<file path="config.mk">
export PLATFORM = sky130hd
export DESIGN_NAME = fair_reader_writer_lock_arbiter_flat
export DESIGN_NICKNAME = d
export VERILOG_FILES = /design/src/hw/rtl/frwl_pkg.sv /design/src/hw/rtl/frwl_if.sv /design/src/hw/rtl/fair_reader_writer_lock_arbiter.sv /design/src/hw/rtl/frwl_dp.sv /design/src/hw/rtl/frwl_ctrl.sv /design/src/flat_wrapper.sv
export SDC_FILE = /design/constraint.sdc
export NUM_CORES = 1
export LEC_CHECK = 0
export BUFFER_PORTS_ARGS = -buffer_cell sky130_fd_sc_hd__buf_4
export CAP_MARGIN = 10
export CORE_AREA = 2 2 141 102
export DETAILED_ROUTE_END_ITERATION = 16
export DIE_AREA = 0 0 143 104
export PLACE_DENSITY = 0.7
export RECOVER_POWER = 100
export SLEW_MARGIN = 20
export SYNTH_ARGS = -nofsm -noshare
export SYNTH_HDL_FRONTEND = slang
export SYNTH_SLANG_ARGS = --single-unit
</file>
<file path="constraint.sdc">
create_clock -name i_clk -period 3.5 [get_ports i_clk]
set_input_delay 0.175 -clock i_clk [delete_from_list [all_inputs] [get_ports i_clk]]
set_output_delay 0.175 -clock i_clk [all_outputs]
set_load 0.1 [all_outputs]
</file>
<file path="src/hw/rtl/frwl_pkg.sv">
`default_nettype none
// ----------------------------------------------------------------------------
// frwl_pkg: shared definitions for the fair reader-writer lock arbiter
// Sizes, event codes and the command and status bundles that pass between
// the controller and the datapath.
// ----------------------------------------------------------------------------
package frwl_pkg;

    localparam int QUEUE_DEPTH = 16;
    localparam int CLIENTS     = 16;
    localparam int MAX_GRANTS  = 16;
    localparam int READER_MAX  = 31;

    localparam int ACT_W    = 3;
    localparam int REQ_W    = 4;
    localparam int READER_W = 5;
    localparam int Q_AW     = $clog2(QUEUE_DEPTH);
    localparam int CNT_W    = $clog2(QUEUE_DEPTH + 1);
    localparam int CL_W     = $clog2(CLIENTS);
    localparam int GR_W     = $clog2(MAX_GRANTS + 1);

    typedef enum logic [ACT_W-1:0] {
        ACT_ORD_READ  = 3'd0,
        ACT_QUICK     = 3'd1,
        ACT_WRITE     = 3'd2,
        ACT_READ_REL  = 3'd3,
        ACT_WRITE_REL = 3'd4
    } t_action;

    typedef struct packed {
        logic accept;
        logic exec;
        logic grant;
        logic finish;
    } t_dp_cmd;

    typedef struct packed {
        logic cand;
        logic slot_free;
    } t_dp_status;

endpackage
`default_nettype wire

</file>
<file path="src/hw/rtl/frwl_if.sv">
`default_nettype none
// ----------------------------------------------------------------------------
// frwl_if: event and result channels of the lock arbiter
// Valid-ready channels; a beat moves when valid and ready are both high.
// ----------------------------------------------------------------------------
interface frwl_in_if;
    logic                     valid;
    logic                     ready;
    logic [frwl_pkg::ACT_W-1:0] action;
    logic [frwl_pkg::REQ_W-1:0] requester;

    modport source (output valid, output action, output requester, input ready);
    modport sink   (input valid, input action, input requester, output ready);
endinterface

interface frwl_out_if;
    logic                     valid;
    logic                     ready;
    logic                     grant_valid;
    logic [frwl_pkg::REQ_W-1:0] granted_requester;
    logic                     grant_is_write;
    logic                     error;
    logic                     last;

    modport source (output valid, output grant_valid, output granted_requester,
                    output grant_is_write, output error, output last, input ready);
    modport sink   (input valid, input grant_valid, input granted_requester,
                    input grant_is_write, input error, input last, output ready);
endinterface
`default_nettype wire

</file>
<file path="src/hw/rtl/fair_reader_writer_lock_arbiter.sv">
`default_nettype none
// ----------------------------------------------------------------------------
// fair_reader_writer_lock_arbiter: reader-writer lock with a fair queue
// Ordered readers and writers are granted in arrival order; quick readers
// wait in a mask and are served first.
// ----------------------------------------------------------------------------
// Each event takes one beat in, is executed in S_EXEC, then gives one result
// per cycle while the output register is free: a status beat followed by up
// to 16 grant beats, the last flagged. The controller walks the quick mask
// and the queue head one grant at a time, and takes a new event only in
// S_IDLE, once the last beat of the previous one is registered. The result
// register lets the next event be taken while the final beat still waits.
module fair_reader_writer_lock_arbiter (
    input  wire logic  i_clk,
    input  wire logic  i_rst_n,
    frwl_in_if.sink    i_in,
    frwl_out_if.source o_out
);
    import frwl_pkg::*;

    t_dp_cmd    cmd;
    t_dp_status status;

    frwl_ctrl u_ctrl (
        .i_clk      (i_clk),
        .i_rst_n    (i_rst_n),
        .i_in_valid (i_in.valid),
        .o_in_ready (i_in.ready),
        .o_cmd      (cmd),
        .i_status   (status)
    );

    frwl_dp u_dp (
        .i_clk               (i_clk),
        .i_rst_n             (i_rst_n),
        .i_cmd               (cmd),
        .o_status            (status),
        .i_action            (i_in.action),
        .i_requester         (i_in.requester),
        .o_valid             (o_out.valid),
        .i_ready             (o_out.ready),
        .o_grant_valid       (o_out.grant_valid),
        .o_granted_requester (o_out.granted_requester),
        .o_grant_is_write    (o_out.grant_is_write),
        .o_error             (o_out.error),
        .o_last              (o_out.last)
    );

endmodule
`default_nettype wire

</file>
<file path="src/hw/rtl/frwl_dp.sv">
`default_nettype none
// ----------------------------------------------------------------------------
// frwl_dp: lock arbiter datapath
// Holds the waiting ring, holder counts and quick-reader mask, applies one
// event, finds one grant per step and feeds the result output register.
// ----------------------------------------------------------------------------
module frwl_dp (
    input  wire logic                       i_clk,
    input  wire logic                       i_rst_n,
    input  wire frwl_pkg::t_dp_cmd          i_cmd,
    output frwl_pkg::t_dp_status            o_status,
    input  wire logic [frwl_pkg::ACT_W-1:0] i_action,
    input  wire logic [frwl_pkg::REQ_W-1:0] i_requester,
    output logic                            o_valid,
    input  wire logic                       i_ready,
    output logic                            o_grant_valid,
    output logic [frwl_pkg::REQ_W-1:0]      o_granted_requester,
    output logic                            o_grant_is_write,
    output logic                            o_error,
    output logic                            o_last
);
    import frwl_pkg::*;

    t_action               r_act;
    logic [REQ_W-1:0]      r_who;
    logic [REQ_W-1:0]      r_q_client [QUEUE_DEPTH];
    logic                  r_q_wr     [QUEUE_DEPTH];
    logic [Q_AW-1:0]       r_head, n_head, r_tail, n_tail;
    logic [CNT_W-1:0]      r_count, n_count;
    logic [READER_W-1:0]   r_readers, n_readers;
    logic                  r_writer, n_writer;
    logic [CLIENTS-1:0]    r_mask, n_mask;
    logic [GR_W-1:0]       r_grants, n_grants;
    logic                  r_p_gv, n_p_gv, r_p_wr, n_p_wr, r_p_err, n_p_err;
    logic [REQ_W-1:0]      r_p_who, n_p_who;
    logic                  r_o_valid, n_o_valid;
    logic                  r_o_gv, r_o_wr, r_o_err, r_o_last;
    logic [REQ_W-1:0]      r_o_who;
    logic                  push;
    logic                  quick_any, reader_ok, head_wr, head_ok;
    logic [CL_W-1:0]       qidx;
    logic                  slot_free;

    assign slot_free = !r_o_valid || i_ready;
    assign quick_any = |r_mask;
    assign reader_ok = !r_writer && (r_readers != READER_W'(READER_MAX));
    assign head_wr   = r_q_wr[r_head];
    assign head_ok   = head_wr ? (!r_writer && (r_readers == '0)) : reader_ok;

    always_comb begin
        qidx = '0;
        for (int c = CLIENTS - 1; c >= 0; c--) begin
            if (r_mask[c]) begin
                qidx = CL_W'(c);
            end
        end
    end

    assign o_status.slot_free = slot_free;
    assign o_status.cand = (r_grants != GR_W'(MAX_GRANTS)) &&
        (quick_any ? reader_ok : ((r_count != '0) && head_ok));

    always_comb begin
        n_head    = r_head;
        n_tail    = r_tail;
        n_count   = r_count;
        n_readers = r_readers;
        n_writer  = r_writer;
        n_mask    = r_mask;
        n_grants  = r_grants;
        n_p_gv    = r_p_gv;
        n_p_who   = r_p_who;
        n_p_wr    = r_p_wr;
        n_p_err   = r_p_err;
        n_o_valid = r_o_valid && !i_ready;
        push      = 1'b0;
        if (i_cmd.exec) begin
            n_p_err = 1'b0;
            unique case (r_act)
                ACT_ORD_READ, ACT_WRITE: begin
                    if ((int'(r_who) >= CLIENTS) || (r_count == CNT_W'(QUEUE_DEPTH))) begin
                        n_p_err = 1'b1;
                    end else begin
                        push    = 1'b1;
                        n_count = r_count + 1'b1;
                        n_tail  = (r_tail == Q_AW'(QUEUE_DEPTH - 1)) ? '0 : r_tail + 1'b1;
                    end
                end
                ACT_QUICK: begin
                    if (int'(r_who) >= CLIENTS) begin
                        n_p_err = 1'b1;
                    end else begin
                        n_mask = r_mask | (CLIENTS'(1) << r_who);
                    end
                end
                ACT_READ_REL: begin
                    if (r_readers == '0) begin
                        n_p_err = 1'b1;
                    end else begin
                        n_readers = r_readers - 1'b1;
                    end
                end
                ACT_WRITE_REL: begin
                    if (!r_writer) begin
                        n_p_err = 1'b1;
                    end else begin
                        n_writer = 1'b0;
                    end
                end
                default: begin
                    n_p_err = 1'b1;
                end
            endcase
            n_p_gv   = 1'b0;
            n_p_who  = '0;
            n_p_wr   = 1'b0;
            n_grants = '0;
        end
        if (i_cmd.grant) begin
            n_o_valid = 1'b1;
            n_grants  = r_grants + 1'b1;
            n_p_gv    = 1'b1;
            n_p_err   = 1'b0;
            if (quick_any) begin
                n_mask[qidx] = 1'b0;
                n_readers    = r_readers + 1'b1;
                n_p_who      = REQ_W'(qidx);
                n_p_wr       = 1'b0;
            end else begin
                n_p_who = r_q_client[r_head];
                n_p_wr  = head_wr;
                n_count = r_count - 1'b1;
                n_head  = (r_head == Q_AW'(QUEUE_DEPTH - 1)) ? '0 : r_head + 1'b1;
                if (head_wr) begin
                    n_writer = 1'b1;
                end else begin
                    n_readers = r_readers + 1'b1;
                end
            end
        end
        if (i_cmd.finish) begin
            n_o_valid = 1'b1;
        end
    end

    always_ff @(posedge i_clk) begin
        if (!i_rst_n) begin
            r_head    <= '0;
            r_tail    <= '0;
            r_count   <= '0;
            r_readers <= '0;
            r_writer  <= 1'b0;
            r_mask    <= '0;
            r_grants  <= '0;
            r_o_valid <= 1'b0;
        end else begin
            r_head    <= n_head;
            r_tail    <= n_tail;
            r_count   <= n_count;
            r_readers <= n_readers;
            r_writer  <= n_writer;
            r_mask    <= n_mask;
            r_grants  <= n_grants;
            r_o_valid <= n_o_valid;
        end
    end

    always_ff @(posedge i_clk) begin
        if (i_cmd.accept) begin
            r_act <= t_action'(i_action);
            r_who <= i_requester;
        end
        if (push) begin
            r_q_client[r_tail] <= r_who;
            r_q_wr[r_tail]     <= (r_act == ACT_WRITE);
        end
        r_p_gv  <= n_p_gv;
        r_p_who <= n_p_who;
        r_p_wr  <= n_p_wr;
        r_p_err <= n_p_err;
        if (i_cmd.grant || i_cmd.finish) begin
            r_o_gv   <= r_p_gv;
            r_o_who  <= r_p_who;
            r_o_wr   <= r_p_wr;
            r_o_err  <= r_p_err;
            r_o_last <= i_cmd.finish;
        end
    end

    assign o_valid             = r_o_valid;
    assign o_grant_valid       = r_o_gv;
    assign o_granted_requester = r_o_who;
    assign o_grant_is_write    = r_o_wr;
    assign o_error             = r_o_err;
    assign o_last              = r_o_last;

endmodule
`default_nettype wire

</file>
<file path="src/hw/rtl/frwl_ctrl.sv">
`default_nettype none
// ----------------------------------------------------------------------------
// frwl_ctrl: lock arbiter controller
// Sequences event intake, event execution and the grant steps that follow.
// ----------------------------------------------------------------------------
module frwl_ctrl (
    input  wire logic                 i_clk,
    input  wire logic                 i_rst_n,
    input  wire logic                 i_in_valid,
    output logic                      o_in_ready,
    output frwl_pkg::t_dp_cmd         o_cmd,
    input  wire frwl_pkg::t_dp_status i_status
);
    import frwl_pkg::*;

    typedef enum logic [2:0] {
        S_IDLE = 3'b001,
        S_EXEC = 3'b010,
        S_STEP = 3'b100
    } t_state;

    t_state r_state, n_state;

    always_comb begin
        n_state    = r_state;
        o_in_ready = 1'b0;
        o_cmd      = '0;
        unique case (r_state)
            S_IDLE: begin
                o_in_ready = 1'b1;
                if (i_in_valid) begin
                    o_cmd.accept = 1'b1;
                    n_state      = S_EXEC;
                end
            end
            S_EXEC: begin
                o_cmd.exec = 1'b1;
                n_state    = S_STEP;
            end
            S_STEP: begin
                if (i_status.slot_free) begin
                    if (i_status.cand) begin
                        o_cmd.grant = 1'b1;
                    end else begin
                        o_cmd.finish = 1'b1;
                        n_state      = S_IDLE;
                    end
                end
            end
            default: begin
                n_state = S_IDLE;
            end
        endcase
    end

    always_ff @(posedge i_clk) begin
        if (!i_rst_n) begin
            r_state <= S_IDLE;
        end else begin
            r_state <= n_state;
        end
    end

endmodule
`default_nettype wire
</file>
<file path="src/flat_wrapper.sv">
// flat-port wrapper written by rule: the top's interface ports become plain ports
module fair_reader_writer_lock_arbiter_flat import frwl_pkg::*;
  (i_clk, i_rst_n, i_in_valid, i_in_action, i_in_requester, i_in_ready, o_out_valid, o_out_grant_valid, o_out_granted_requester, o_out_grant_is_write, o_out_error, o_out_last, o_out_ready);
  frwl_in_if i_in_i ();
  frwl_out_if o_out_i ();
  input  wire logic i_clk;
  input  wire logic i_rst_n;
  input wire logic [$bits(i_in_i.valid)-1:0] i_in_valid;
  input wire logic [$bits(i_in_i.action)-1:0] i_in_action;
  input wire logic [$bits(i_in_i.requester)-1:0] i_in_requester;
  output wire logic [$bits(i_in_i.ready)-1:0] i_in_ready;
  output wire logic [$bits(o_out_i.valid)-1:0] o_out_valid;
  output wire logic [$bits(o_out_i.grant_valid)-1:0] o_out_grant_valid;
  output wire logic [$bits(o_out_i.granted_requester)-1:0] o_out_granted_requester;
  output wire logic [$bits(o_out_i.grant_is_write)-1:0] o_out_grant_is_write;
  output wire logic [$bits(o_out_i.error)-1:0] o_out_error;
  output wire logic [$bits(o_out_i.last)-1:0] o_out_last;
  input wire logic [$bits(o_out_i.ready)-1:0] o_out_ready;
  assign i_in_i.valid = i_in_valid;
  assign i_in_i.action = i_in_action;
  assign i_in_i.requester = i_in_requester;
  assign i_in_ready = i_in_i.ready;
  assign o_out_valid = o_out_i.valid;
  assign o_out_grant_valid = o_out_i.grant_valid;
  assign o_out_granted_requester = o_out_i.granted_requester;
  assign o_out_grant_is_write = o_out_i.grant_is_write;
  assign o_out_error = o_out_i.error;
  assign o_out_last = o_out_i.last;
  assign o_out_i.ready = o_out_ready;
  fair_reader_writer_lock_arbiter u_core (.i_clk(i_clk), .i_rst_n(i_rst_n), .i_in(i_in_i), .o_out(o_out_i));
endmodule
</file>
==> summary.md, run 1 <==
| Metric | Value |
|---|---|
| DRT Wirelength | `14,100 um` |
| Die width | `143 um` |
| Worst vdd ir | `0.000370 V` |
| Ant diodes | `0` |
| Clock Path Buffers | `2` |
| Slew Viols, Final | `0` |
| Synth Area in XOR/XNOR | `0.663%` |
| Gr usage total | `19.8%` |
| Clk sink count | `150` |
| Main combinational cell family by area after synthesis | `simple AND/OR/NAND/NOR gates` |
| Worst Hold Class | `in2reg` |
| DP HPWL | `9820 um` |
| Vias in the first global route | `4,219` |
| Logic pwr share | `2.3%` |
| EDFF count, synth | `100` |
| Post-synthesis mux area share | `9.07%` |
| Synthesized cell area | `6610 um2` |
| Worst Setup Slack, final | `0.214 ns` |
| Yosys warning count | `0` |
| Post-Synth Adder-Cell Area | `2.27%` |
| Worst-path clk slew | `0.07 ns` |
| Syn_area_per_cell | `12.8 um2` |
| Worst skew pair latency | `0.42 ns` |
| Reg power frac | `49.8%` |
| Via density | `5.84` |
| Worst path required time | `3.79 ns` |
| Hold_buf cts | `7` |
| Die Ht | `104 um` |
| Syn_nets | `541` |
| Mapped Cells | `518` |
| Finished Layout Cells | `758` |
| Prevailing post-synth register cell | `edfxtp_1` |
| Initial Util | `48.7%` |
| Global route total overflow | `0` |
| # rows | `36` |
| Layout Nets | `578` |
| Initial antenna violation count | `0` |
| CP Capture Type | `flop` |
| Async SR Flop Fraction | `0%` |
| Register area share after synthesis | `60.6%` |
| Post-DR wirelength/cell | `18.6 um` |
| Minimum hold slack | `0.0182 ns` |
| Number of detailed-route iterations in the first pass | `5` |
| Max-Cap Viols | `0` |
| Die area | `14,900 um2` |
| Remaining routing DRC violations | `0` |
| Endpoints failing setup | `0` |
| Post-DP Area | `6980 um2` |
| Internal Power | `2.98 mW` |
| #FFs+latches synth | `150` |
| Fin area | `7600 um2` |
| Placed cells | `719` |
| Tot Pwr | `3.90 mW` |
| Setup TNS | `0 ns` |
| CTS root buf | `clkbuf_16` |
| Commonest non-fill, non-tap cell in the layout | `edfxtp_1` |
| Most frequent cells in the layout | `100 x edfxtp_1, 55 x nor2_1, 50 x dfxtp_1` |
| Num CTS Buffers | `17` |
| Final hold vios | `0` |
| Crit Path Class | `reg2reg` |
| Worst slew pin tran | `1.20 ns` |
| Status | `finished clean` |
| Unrepaired setup endpoints after global routing | `false` |
| Layout cells sized above 1 | `15.8%` |
| Pre-CTS WS | `0.311 ns` |
| # Post-CTS Setup Buffers | `0` |
| Area Growth Syn to Fin | `14.9%` |
| Fin util | `56.0%` |
| Pin count of the biggest net entering global routing | `51` |
| H-tree levels | `4` |
| Synth cell types | `65` |
| Synth Area in Simple Gates | `13.9%` |
| Post-synthesis compound-gate area fraction | `10.8%` |
| Switching part of the total | `23.4%` |
| Clock Skew | `0.0143 ns` |
| Tcrit/Tclk final | `93.9%` |
| Clk network pwr share | `47.9%` |
| Psw | `914 uW` |
| Crit-path max FO | `9` |
| Core area | `13,600 um2` |
| First-pass GRT wire length | `22,500 um` |
| FF-to-FF setup slack | `0.21 ns` |
| Vias | `4,428` |
| DR iter-0 viols | `506` |
| Worst slew margin relative to its limit | `20.6%` |
| Io pins | `21` |
| Global placement routability congestion | `0.888` |
| CP arrival | `3.58 ns` |
| Fmax | `304 MHz` |
| I/O Buffers | `20` |
| Leak pwr | `2.53 nW` |
| Min cycle time layout | `3.29 ns` |
| PD cells | `513 nW/um2` |
| Resize count post-CTS | `0` |
| Antenna Violating Nets Remaining | `0` |
| CTS tree | `yes` |
| Filler cells | `1,106` |
| Crit start category | `flop` |
-- critical path: stages (launching register included) --
cell and delay, ns:
dfxtp_1 0.36, or4_4 0.62, or4_4 0.63, or3_1 0.46
a211oi_2 0.36, nor2_2 0.16, nor3_4 0.34, o31a_2 0.22
-- power groups by stage --
| stage | Combinational, mW | Sequential (mW) | Clock (mW) |
|---|---|---|---|
| after CTS | 0.0921 | 1.94 | 1.89 |
| after floorplan | 0.0601 | 1.97 | 0 |
| after global placement | 0.0829 | 1.98 | 0 |
| after detailed placement | 0.0850 | 1.98 | 0 |
| final | 0.0899 | 1.94 | 1.87 |
| after global routing | 0.0982 | 1.95 | 1.97 |
-- layer usage --
layer / wire length [um] / GRT usage, % / up-vias
met5: 0 / 0 / -
met4: 169 / 4.24 / 0
met3: 993 / 4.42 / 17
met2: 6300 / 28.6 / 164
met1: 6660 / 30.6 / 2188
li1: - / - / 2059
-- logic make-up after synthesis --
logic type / Yosys count
XOR/XNOR: 5
AO/OA/AOI/OAI: 107
AND/OR/NAND/NOR: 173
flip-flops: 150
multiplexers: 32
buffers and inverters: 39
adder cells (fa/ha/maj): 12
-- sequential cells by signal, summed over array words and instances, names as in the netlist, 5 cells and up, named ones only --
register	flops
u_core.u_dp.r_count	5
u_core.u_dp.r_q_client	64
u_core.u_dp.r_q_wr	16
u_core.u_dp.r_grants	5
u_core.u_dp.r_readers	5
u_core.u_dp.r_mask	16
-- synthesized netlist by cell type, drive strengths merged (3+ instances only) --
| master | count | area, um2 |
|---|---|---|
| nand3b | 4 | 30.0 |
| inv | 17 | 63.8 |
| clkbuf | 13 | 48.8 |
| xnor2 | 4 | 35.0 |
| a221oi | 4 | 35.0 |
| mux2 | 3 | 33.8 |
| dfxtp | 50 | 1000 |
| nor2b | 9 | 56.3 |
| nand2 | 29 | 109 |
| o21ai | 29 | 145 |
| o211ai | 5 | 37.5 |
| a31oi | 17 | 106 |
| ha | 12 | 150 |
| mux2i | 7 | 70.1 |
| nand4 | 9 | 56.3 |
| nor3 | 15 | 86.3 |
| or3b | 3 | 26.3 |
| mux4 | 22 | 495 |
| or3 | 5 | 36.3 |
| o21a | 4 | 30.0 |
| nand2b | 6 | 37.5 |
| nor3b | 5 | 37.5 |
| nor2 | 56 | 220 |
| o311ai | 3 | 26.3 |
| a211oi | 3 | 27.5 |
| or4 | 5 | 45.0 |
| nor4 | 4 | 31.3 |
| a21oi | 15 | 86.3 |
| nand3 | 9 | 45.0 |
| a21boi | 8 | 63.8 |
| buf | 8 | 51.3 |
| and3 | 5 | 31.3 |
| o31ai | 7 | 52.6 |
| edfxtp | 100 | 3000 |
-- final timing paths --
check                                  startpoint                                      endpoint  depth (start not counted)
max reg2reg      u_core.u_dp.r_mask[8]$_SDFF_PN0_          u_core.u_dp.r_p_who[3]$_SDFFCE_PN0P_                          7
min                                    i_in_valid         u_core.u_ctrl.r_state[1]$_SDFFE_PN0P_                          2
max              u_core.u_dp.r_mask[8]$_SDFF_PN0_          u_core.u_dp.r_p_who[3]$_SDFFCE_PN0P_                          7
min reg2reg  u_core.u_dp.r_p_who[0]$_SDFFCE_PN0P_  u_core.u_dp.o_granted_requester[0]$_DFFE_PP_                          0
-- area by class of cell --
class / instances / area, um2 / area share [%]
Clock inverter: 15 / 198 / 2.60
Multi-Input combinational cell: 329 / 2410 / 31.7
Clock buffer: 17 / 425 / 5.60
Sequential cell: 150 / 4000 / 52.7
Inverter: 17 / 63.8 / 0.840
Tap cell: 190 / 238 / 3.13
Timing Repair Buffer: 40 / 258 / 3.39
No activity file was read; power rests on OpenSTA's default activity.
==> run 2: changes to the inputs <==
--- a/config.mk
+++ b/config.mk
@@ -7,2 +7,3 @@
 export LEC_CHECK = 0
+export ABC_CLOCK_PERIOD_IN_PS = 3500
 export BUFFER_PORTS_ARGS = -buffer_cell sky130_fd_sc_hd__buf_4
==> constraint.sdc (replaced) <==
create_clock -name i_clk -period 3.5 [get_ports i_clk]
set_input_delay 0.525 -clock i_clk [delete_from_list [all_inputs] [get_ports i_clk]]
set_output_delay 0.525 -clock i_clk [all_outputs]
set_load 0.1 [all_outputs]
==> summary.md, run 2 (same netlist as run 1, synthesis figures left out) <==
| Metric | Value |
|---|---|
| Status | `finished clean` |
| Number of detailed-route iterations in the first pass | `6 (+1)` |
| Worst Hold Class | `in2reg` |
| Clock Skew | `0.0135 ns (-0.000845 ns)` |
| Largest regs | `u_core.u_dp.r_q_client: 64 flops, u_core.u_dp.r_mask: 16 flops, u_core.u_dp.r_q_wr: 16 flops` |
| I/O Buffers | `20 (unchanged)` |
| Crit start category | `flop` |
| Unrepaired setup endpoints after global routing | `false` |
| Max FFs per register | `64 (unchanged)` |
| Slew Viols, Final | `0 (unchanged)` |
| Endpoints failing setup | `0 (unchanged)` |
| Final hold vios | `0 (unchanged)` |
| Finished Layout Cells | `751 (-0.92%)` |
| Vias in the first global route | `4,172 (-1.1%)` |
| Initial Util | `48.7% (unchanged)` |
| Resize count post-CTS | `0 (unchanged)` |
| Tot Pwr | `3.89 mW (-0.12%)` |
| Crit-path max FO | `9 (unchanged)` |
| Global route total overflow | `0 (unchanged)` |
| Post-DP Area | `6980 um2 (unchanged)` |
| CP arrival | `3.58 ns (about the same)` |
| # Post-CTS Setup Buffers | `0 (unchanged)` |
| Worst path required time | `3.79 ns (about the same)` |
| Post-DR wirelength/cell | `18.9 um (+1.4%)` |
| Io pins | `21 (unchanged)` |
| DR iter-0 viols | `464 (-8.3%)` |
| Worst-path clk slew | `0.07 ns (about the same)` |
| Pin count of the biggest net entering global routing | `51 (unchanged)` |
| Area Growth Syn to Fin | `13.9%` |
| Die Ht | `104 um (unchanged)` |
| CTS tree | `yes` |
| Die width | `143 um (unchanged)` |
| Layout cells sized above 1 | `16.0% (+0.20 points)` |
| Max-Cap Viols | `0 (unchanged)` |
| Num CTS Buffers | `17 (unchanged)` |
| Core area | `13,600 um2 (unchanged)` |
| Clk sink count | `150 (unchanged)` |
| Remaining routing DRC violations | `0 (unchanged)` |
| Min cycle time layout | `3.29 ns (+0.000608 ns)` |
| Fin util | `55.5% (-0.52 points)` |
| Layout Nets | `571 (-1.2%)` |
| Clock Path Buffers | `2 (unchanged)` |
| Worst slew margin relative to its limit | `20.3% (-0.30 points)` |
| DRT Wirelength | `14,200 um (+0.42%)` |
| Crit Path Class | `reg2reg` |
| CP Capture Type | `flop` |
| Antenna Violating Nets Remaining | `0 (unchanged)` |
| Placed cells | `719 (unchanged)` |
| Die area | `14,900 um2 (unchanged)` |
| # rows | `36 (unchanged)` |
| Filler cells | `1,113 (+0.63%)` |
| H-tree levels | `4 (unchanged)` |
| Hold_buf cts | `0 (-7)` |
| Setup TNS | `0 ns (unchanged)` |
| DP HPWL | `9820 um (unchanged)` |
| Gr usage total | `19.7% (-0.028 points)` |
| CTS root buf | `clkbuf_16` |
| Largest Register | `u_core.u_dp.r_q_client` |
| Most frequent cells in the layout | `100 x edfxtp_1, 55 x nor2_1, 50 x dfxtp_1` |
| Tcrit/Tclk final | `93.9% (about the same)` |
| Vias | `4,406 (-0.50%)` |
| Global placement routability congestion | `0.888 (unchanged)` |
| Worst slew pin tran | `1.20 ns (+0.00445 ns)` |
| Fmax | `304 MHz (about the same)` |
| PD cells | `517 nW/um2 (+0.81%)` |
| Worst skew pair latency | `0.42 ns (about the same)` |
| Commonest non-fill, non-tap cell in the layout | `edfxtp_1` |
| First-pass GRT wire length | `22,500 um (-0.19%)` |
| Initial antenna violation count | `0 (unchanged)` |
| Ant diodes | `0 (unchanged)` |
| Fin area | `7530 um2 (-0.92%)` |
| Via density | `5.87 (+0.43%)` |
| Leak pwr | `2.50 nW (-1.2%)` |
| Worst vdd ir | `0.000368 V (-0.62%)` |
[run 2: critical path, cell delays in order, from the launching register on]
cell	delay (ns)
dfxtp_1	0.36
or4_4	0.62
or4_4	0.63
or3_1	0.46
a211oi_2	0.36
nor2_2	0.16
nor2_1	0.38
o21a_1	0.18
[run 2: final timing paths]
check	end	startpoint	slack (ns)	depth (start not counted)
worst min register to register	u_core.u_dp.o_granted_requester[0]$_DFFE_PP_	u_core.u_dp.r_p_who[0]$_SDFFCE_PN0P_	0.42	0
worst max-delay path	u_core.u_dp.r_p_who[2]$_SDFFCE_PN0P_	u_core.u_dp.r_mask[8]$_SDFF_PN0_	0.21	7
worst min-delay path	u_core.u_dp.r_who[1]$_DFFE_PP_	i_in_requester[1]	0.31	1
worst max register to register	u_core.u_dp.r_p_who[2]$_SDFFCE_PN0P_	u_core.u_dp.r_mask[8]$_SDFF_PN0_	0.21	7
[run 2: per-stage QoR]
step	setup slack (ns)	hold WS [ns]
finish	0.213	0.308
global route	0.128	0.298
CTS	0.271	0.276
detailed placement	0.311	0.406
global placement	0.394	0.418
floorplan	0.00505	0.400
[run 2: layout make-up]
cell class	count	area (um2)	share of cell area, %
clock buffers	17	425	5.65
clock inverters	15	198	2.63
inverters	17	63.8	0.848
multi-input cells	329	2410	32.0
flip-flops and latches	150	4000	53.2
well taps	190	238	3.16
repair buffers	33	188	2.49
[run 2: metal layers]
metal | routed length, um | GRT usage (%) | vias up
met5 | 0 | 0 | -
met4 | 144 | 4.24 | 0
met3 | 1040 | 4.42 | 18
met2 | 6260 | 28.4 | 159
met1 | 6740 | 30.7 | 2187
li1 | - | - | 2042
[run 2: where the power goes]
part           total [mW]  switching (mW)  internal (mW)
Sequential           1.94          0.0328           1.91
Combinational      0.0838          0.0520         0.0318
Clock                1.87           0.830           1.04
Total                3.89           0.915           2.98
==> run 3: changes to the inputs <==
- ABC_CLOCK_PERIOD_IN_PS: 3500 -> 4100
- clock period: 3.5 -> 4.1 ns (I/O delays scaled with it)
==> summary.md, run 3 (same netlist as run 1, synthesis figures left out) <==
| Metric | Value |
|---|---|
| Area Growth Syn to Fin | `12.4%` |
| Setup TNS | `0 ns (unchanged)` |
| Unrepaired setup endpoints after global routing | `false` |
| Io pins | `21 (unchanged)` |
| Antenna Violating Nets Remaining | `0 (unchanged)` |
| Number of detailed-route iterations in the first pass | `5 (-1)` |
| Filler cells | `1,098 (-1.3%)` |
| Tot Pwr | `3.23 mW (-17%)` |
| CTS tree | `yes` |
| Initial Util | `48.7% (unchanged)` |
| Vias | `4,351 (-1.2%)` |
| Worst r2r src | `u_core.u_dp.r_mask[1]$_SDFF_PN0_` |
| Worst Hold Class | `in2reg` |
| H-tree levels | `4 (unchanged)` |
| Worst path required time | `4.40 ns (+0.61 ns)` |
| Num CTS Buffers | `17 (unchanged)` |
| Via density | `5.83 (-0.59%)` |
| Hold Path End | `u_core.u_dp.r_who[2]$_DFFE_PP_` |
| Tcrit/Tclk final | `86.7% (-7.2 points)` |
| Switching part of the total | `22.3% (-1.2 points)` |
| Post-DR wirelength/cell | `19.0 um (+0.57%)` |
| Clock Path Buffers | `2 (unchanged)` |
| Max FFs per register | `64 (unchanged)` |
| Internal Power | `2.51 mW (-16%)` |
| DR iter-0 viols | `525 (+13%)` |
| Die width | `143 um (unchanged)` |
| Worst-path clk slew | `0.06 ns (about the same)` |
| CP arrival | `3.85 ns (+0.27 ns)` |
| Max-Cap Viols | `0 (unchanged)` |
| Resize count post-CTS | `0 (unchanged)` |
| Worst reg2reg path depth | `7 (unchanged)` |
| Largest regs | `u_core.u_dp.r_q_client: 64 flops, u_core.u_dp.r_mask: 16 flops, u_core.u_dp.r_q_wr: 16 flops` |
| Worst slew margin relative to its limit | `20.6% (+0.30 points)` |
| FF-to-FF setup slack | `0.54 ns (+0.33 ns)` |
| Final hold vios | `0 (unchanged)` |
| Worst flop-to-flop path endpoint | `u_core.u_dp.r_p_who[3]$_SDFFCE_PN0P_` |
| Min-delay src | `i_in_requester[2]` |
| First-pass GRT wire length | `23,200 um (+3.1%)` |
| Commonest non-fill, non-tap cell in the layout | `edfxtp_1` |
| # Post-CTS Setup Buffers | `0 (unchanged)` |
| I/O Buffers | `20 (unchanged)` |
| Layout Nets | `566 (-0.88%)` |
| Worst hold stages | `1 (unchanged)` |
| Worst setup startpoint | `u_core.u_dp.r_mask[1]$_SDFF_PN0_` |
| Initial antenna violation count | `0 (unchanged)` |
| Core area | `13,600 um2 (unchanged)` |
| Minimum hold slack | `0.387 ns (+0.0790 ns)` |
| Ant diodes | `0 (unchanged)` |
| # rows | `36 (unchanged)` |
| Clk network pwr share | `46.4% (-1.6 points)` |
| Worst skew pair latency | `0.42 ns (about the same)` |
| Most frequent cells in the layout | `100 x edfxtp_1, 55 x nor2_1, 50 x dfxtp_1` |
| Hold_buf cts | `0 (unchanged)` |
| Psw | `720 uW (-21%)` |
| CTS root buf | `clkbuf_16` |
| Clk sink count | `150 (unchanged)` |
| Die Ht | `104 um (unchanged)` |
| Endpoints failing setup | `0 (unchanged)` |
| Gr usage total | `20.7% (+0.93 points)` |
| Global route total overflow | `0 (unchanged)` |
| Vias in the first global route | `4,192 (+0.48%)` |
| Largest Register | `u_core.u_dp.r_q_client` |
| Worst slew pin tran | `1.20 ns (-0.00451 ns)` |
| Slew Viols, Final | `0 (unchanged)` |
| Clock Skew | `0.00797 ns (-0.00549 ns)` |
| Crit-path max FO | `12 (+3)` |
| Global placement routability congestion | `0.902 (+1.6%)` |
| Layout cells sized above 1 | `14.9% (-1.1 points)` |
| Remaining routing DRC violations | `0 (unchanged)` |
| DP HPWL | `9900 um (+0.80%)` |
| Status | `finished clean` |
| Die area | `14,900 um2 (unchanged)` |
| Fmax | `281 MHz (-7.6%)` |
| Reg power frac | `51.4% (+1.5 points)` |
| Crit Path Class | `reg2reg` |
| Min cycle time layout | `3.56 ns (+0.270 ns)` |
| CP Capture Type | `flop` |
| Leak pwr | `2.46 nW (-1.7%)` |
| Worst vdd ir | `0.000331 V (-10%)` |
| Logic pwr share | `2.3% (about the same)` |
| Pin count of the biggest net entering global routing | `51 (unchanged)` |
| PD cells | `435 nW/um2 (-16%)` |
| Crit start category | `flop` |
| DRT Wirelength | `14,200 um (about the same)` |
==> run 3: layer usage <==
metal	track usage [%]	share of wire, %	wire, um	vias up
met3	5.57	7.3	1030	29
met4	6.29	2.0	279	0
li1	-	-	-	2046
met1	31.4	47	6620	2127
met5	0	0	0	-
met2	29.0	44	6230	149
==> run 3: through the flow <==
stage	cells	area, um2	setup slack (ns)	utilization, %
after detailed placement	714	6950	0.655	51.2
after floorplan	518	6610	0.605	-
after global routing	746	7430	0.281	54.8
after CTS	746	7510	0.618	55.4
after global placement	714	6950	0.780	51.2
final	746	7430	0.543	54.8
==> run 3: worst max-delay path, stage by stage (launching register included) <==
cell and delay (ns):
dfxtp_1 0.37, or4_1 0.66, or4_1 0.69, or3_1 0.46
a211oi_1 0.45, nor2_2 0.23, nor3_4 0.35, o31a_2 0.22
==> run 3: how the worst max path moves through the flow <==
stage,depth (start not counted),slack [ns],end
3_5_place_dp,7,0.65,u_core.u_dp.r_grants[3]$_SDFFE_PN0P_
4_1_cts,7,0.62,u_core.u_dp.r_grants[3]$_SDFFE_PN0P_
6_report,7,0.54,u_core.u_dp.r_p_who[3]$_SDFFCE_PN0P_
2_1_floorplan,3,0.61,u_core.u_dp.r_act[0]$_DFFE_PP_
3_3_place_gp,6,0.78,u_core.u_dp.r_p_who[1]$_SDFFCE_PN0P_
5_1_grt,7,0.28,u_core.u_dp.r_grants[3]$_SDFFE_PN0P_
==> run 3: power by group through the flow <==
stage | clock, mW | combinational [mW] | sequential [mW]
3_3_place_gp | 0 | 0.0720 | 1.69
3_5_place_dp | 0 | 0.0737 | 1.69
2_1_floorplan | 0 | 0.0513 | 1.68
5_1_grt | 1.58 | 0.0809 | 1.66
4_1_cts | 1.52 | 0.0733 | 1.66
6_report | 1.50 | 0.0727 | 1.66
==> run 3: final cells by class <==
type	count	area [um2]	share of cell area, %
repair buffers	28	158	2.12
multi-input cells	329	2400	32.3
clock buffers	18	429	5.78
clock inverters	14	140	1.89
well taps	190	238	3.20
flip-flops and latches	150	4000	53.9
inverters	17	63.8	0.859
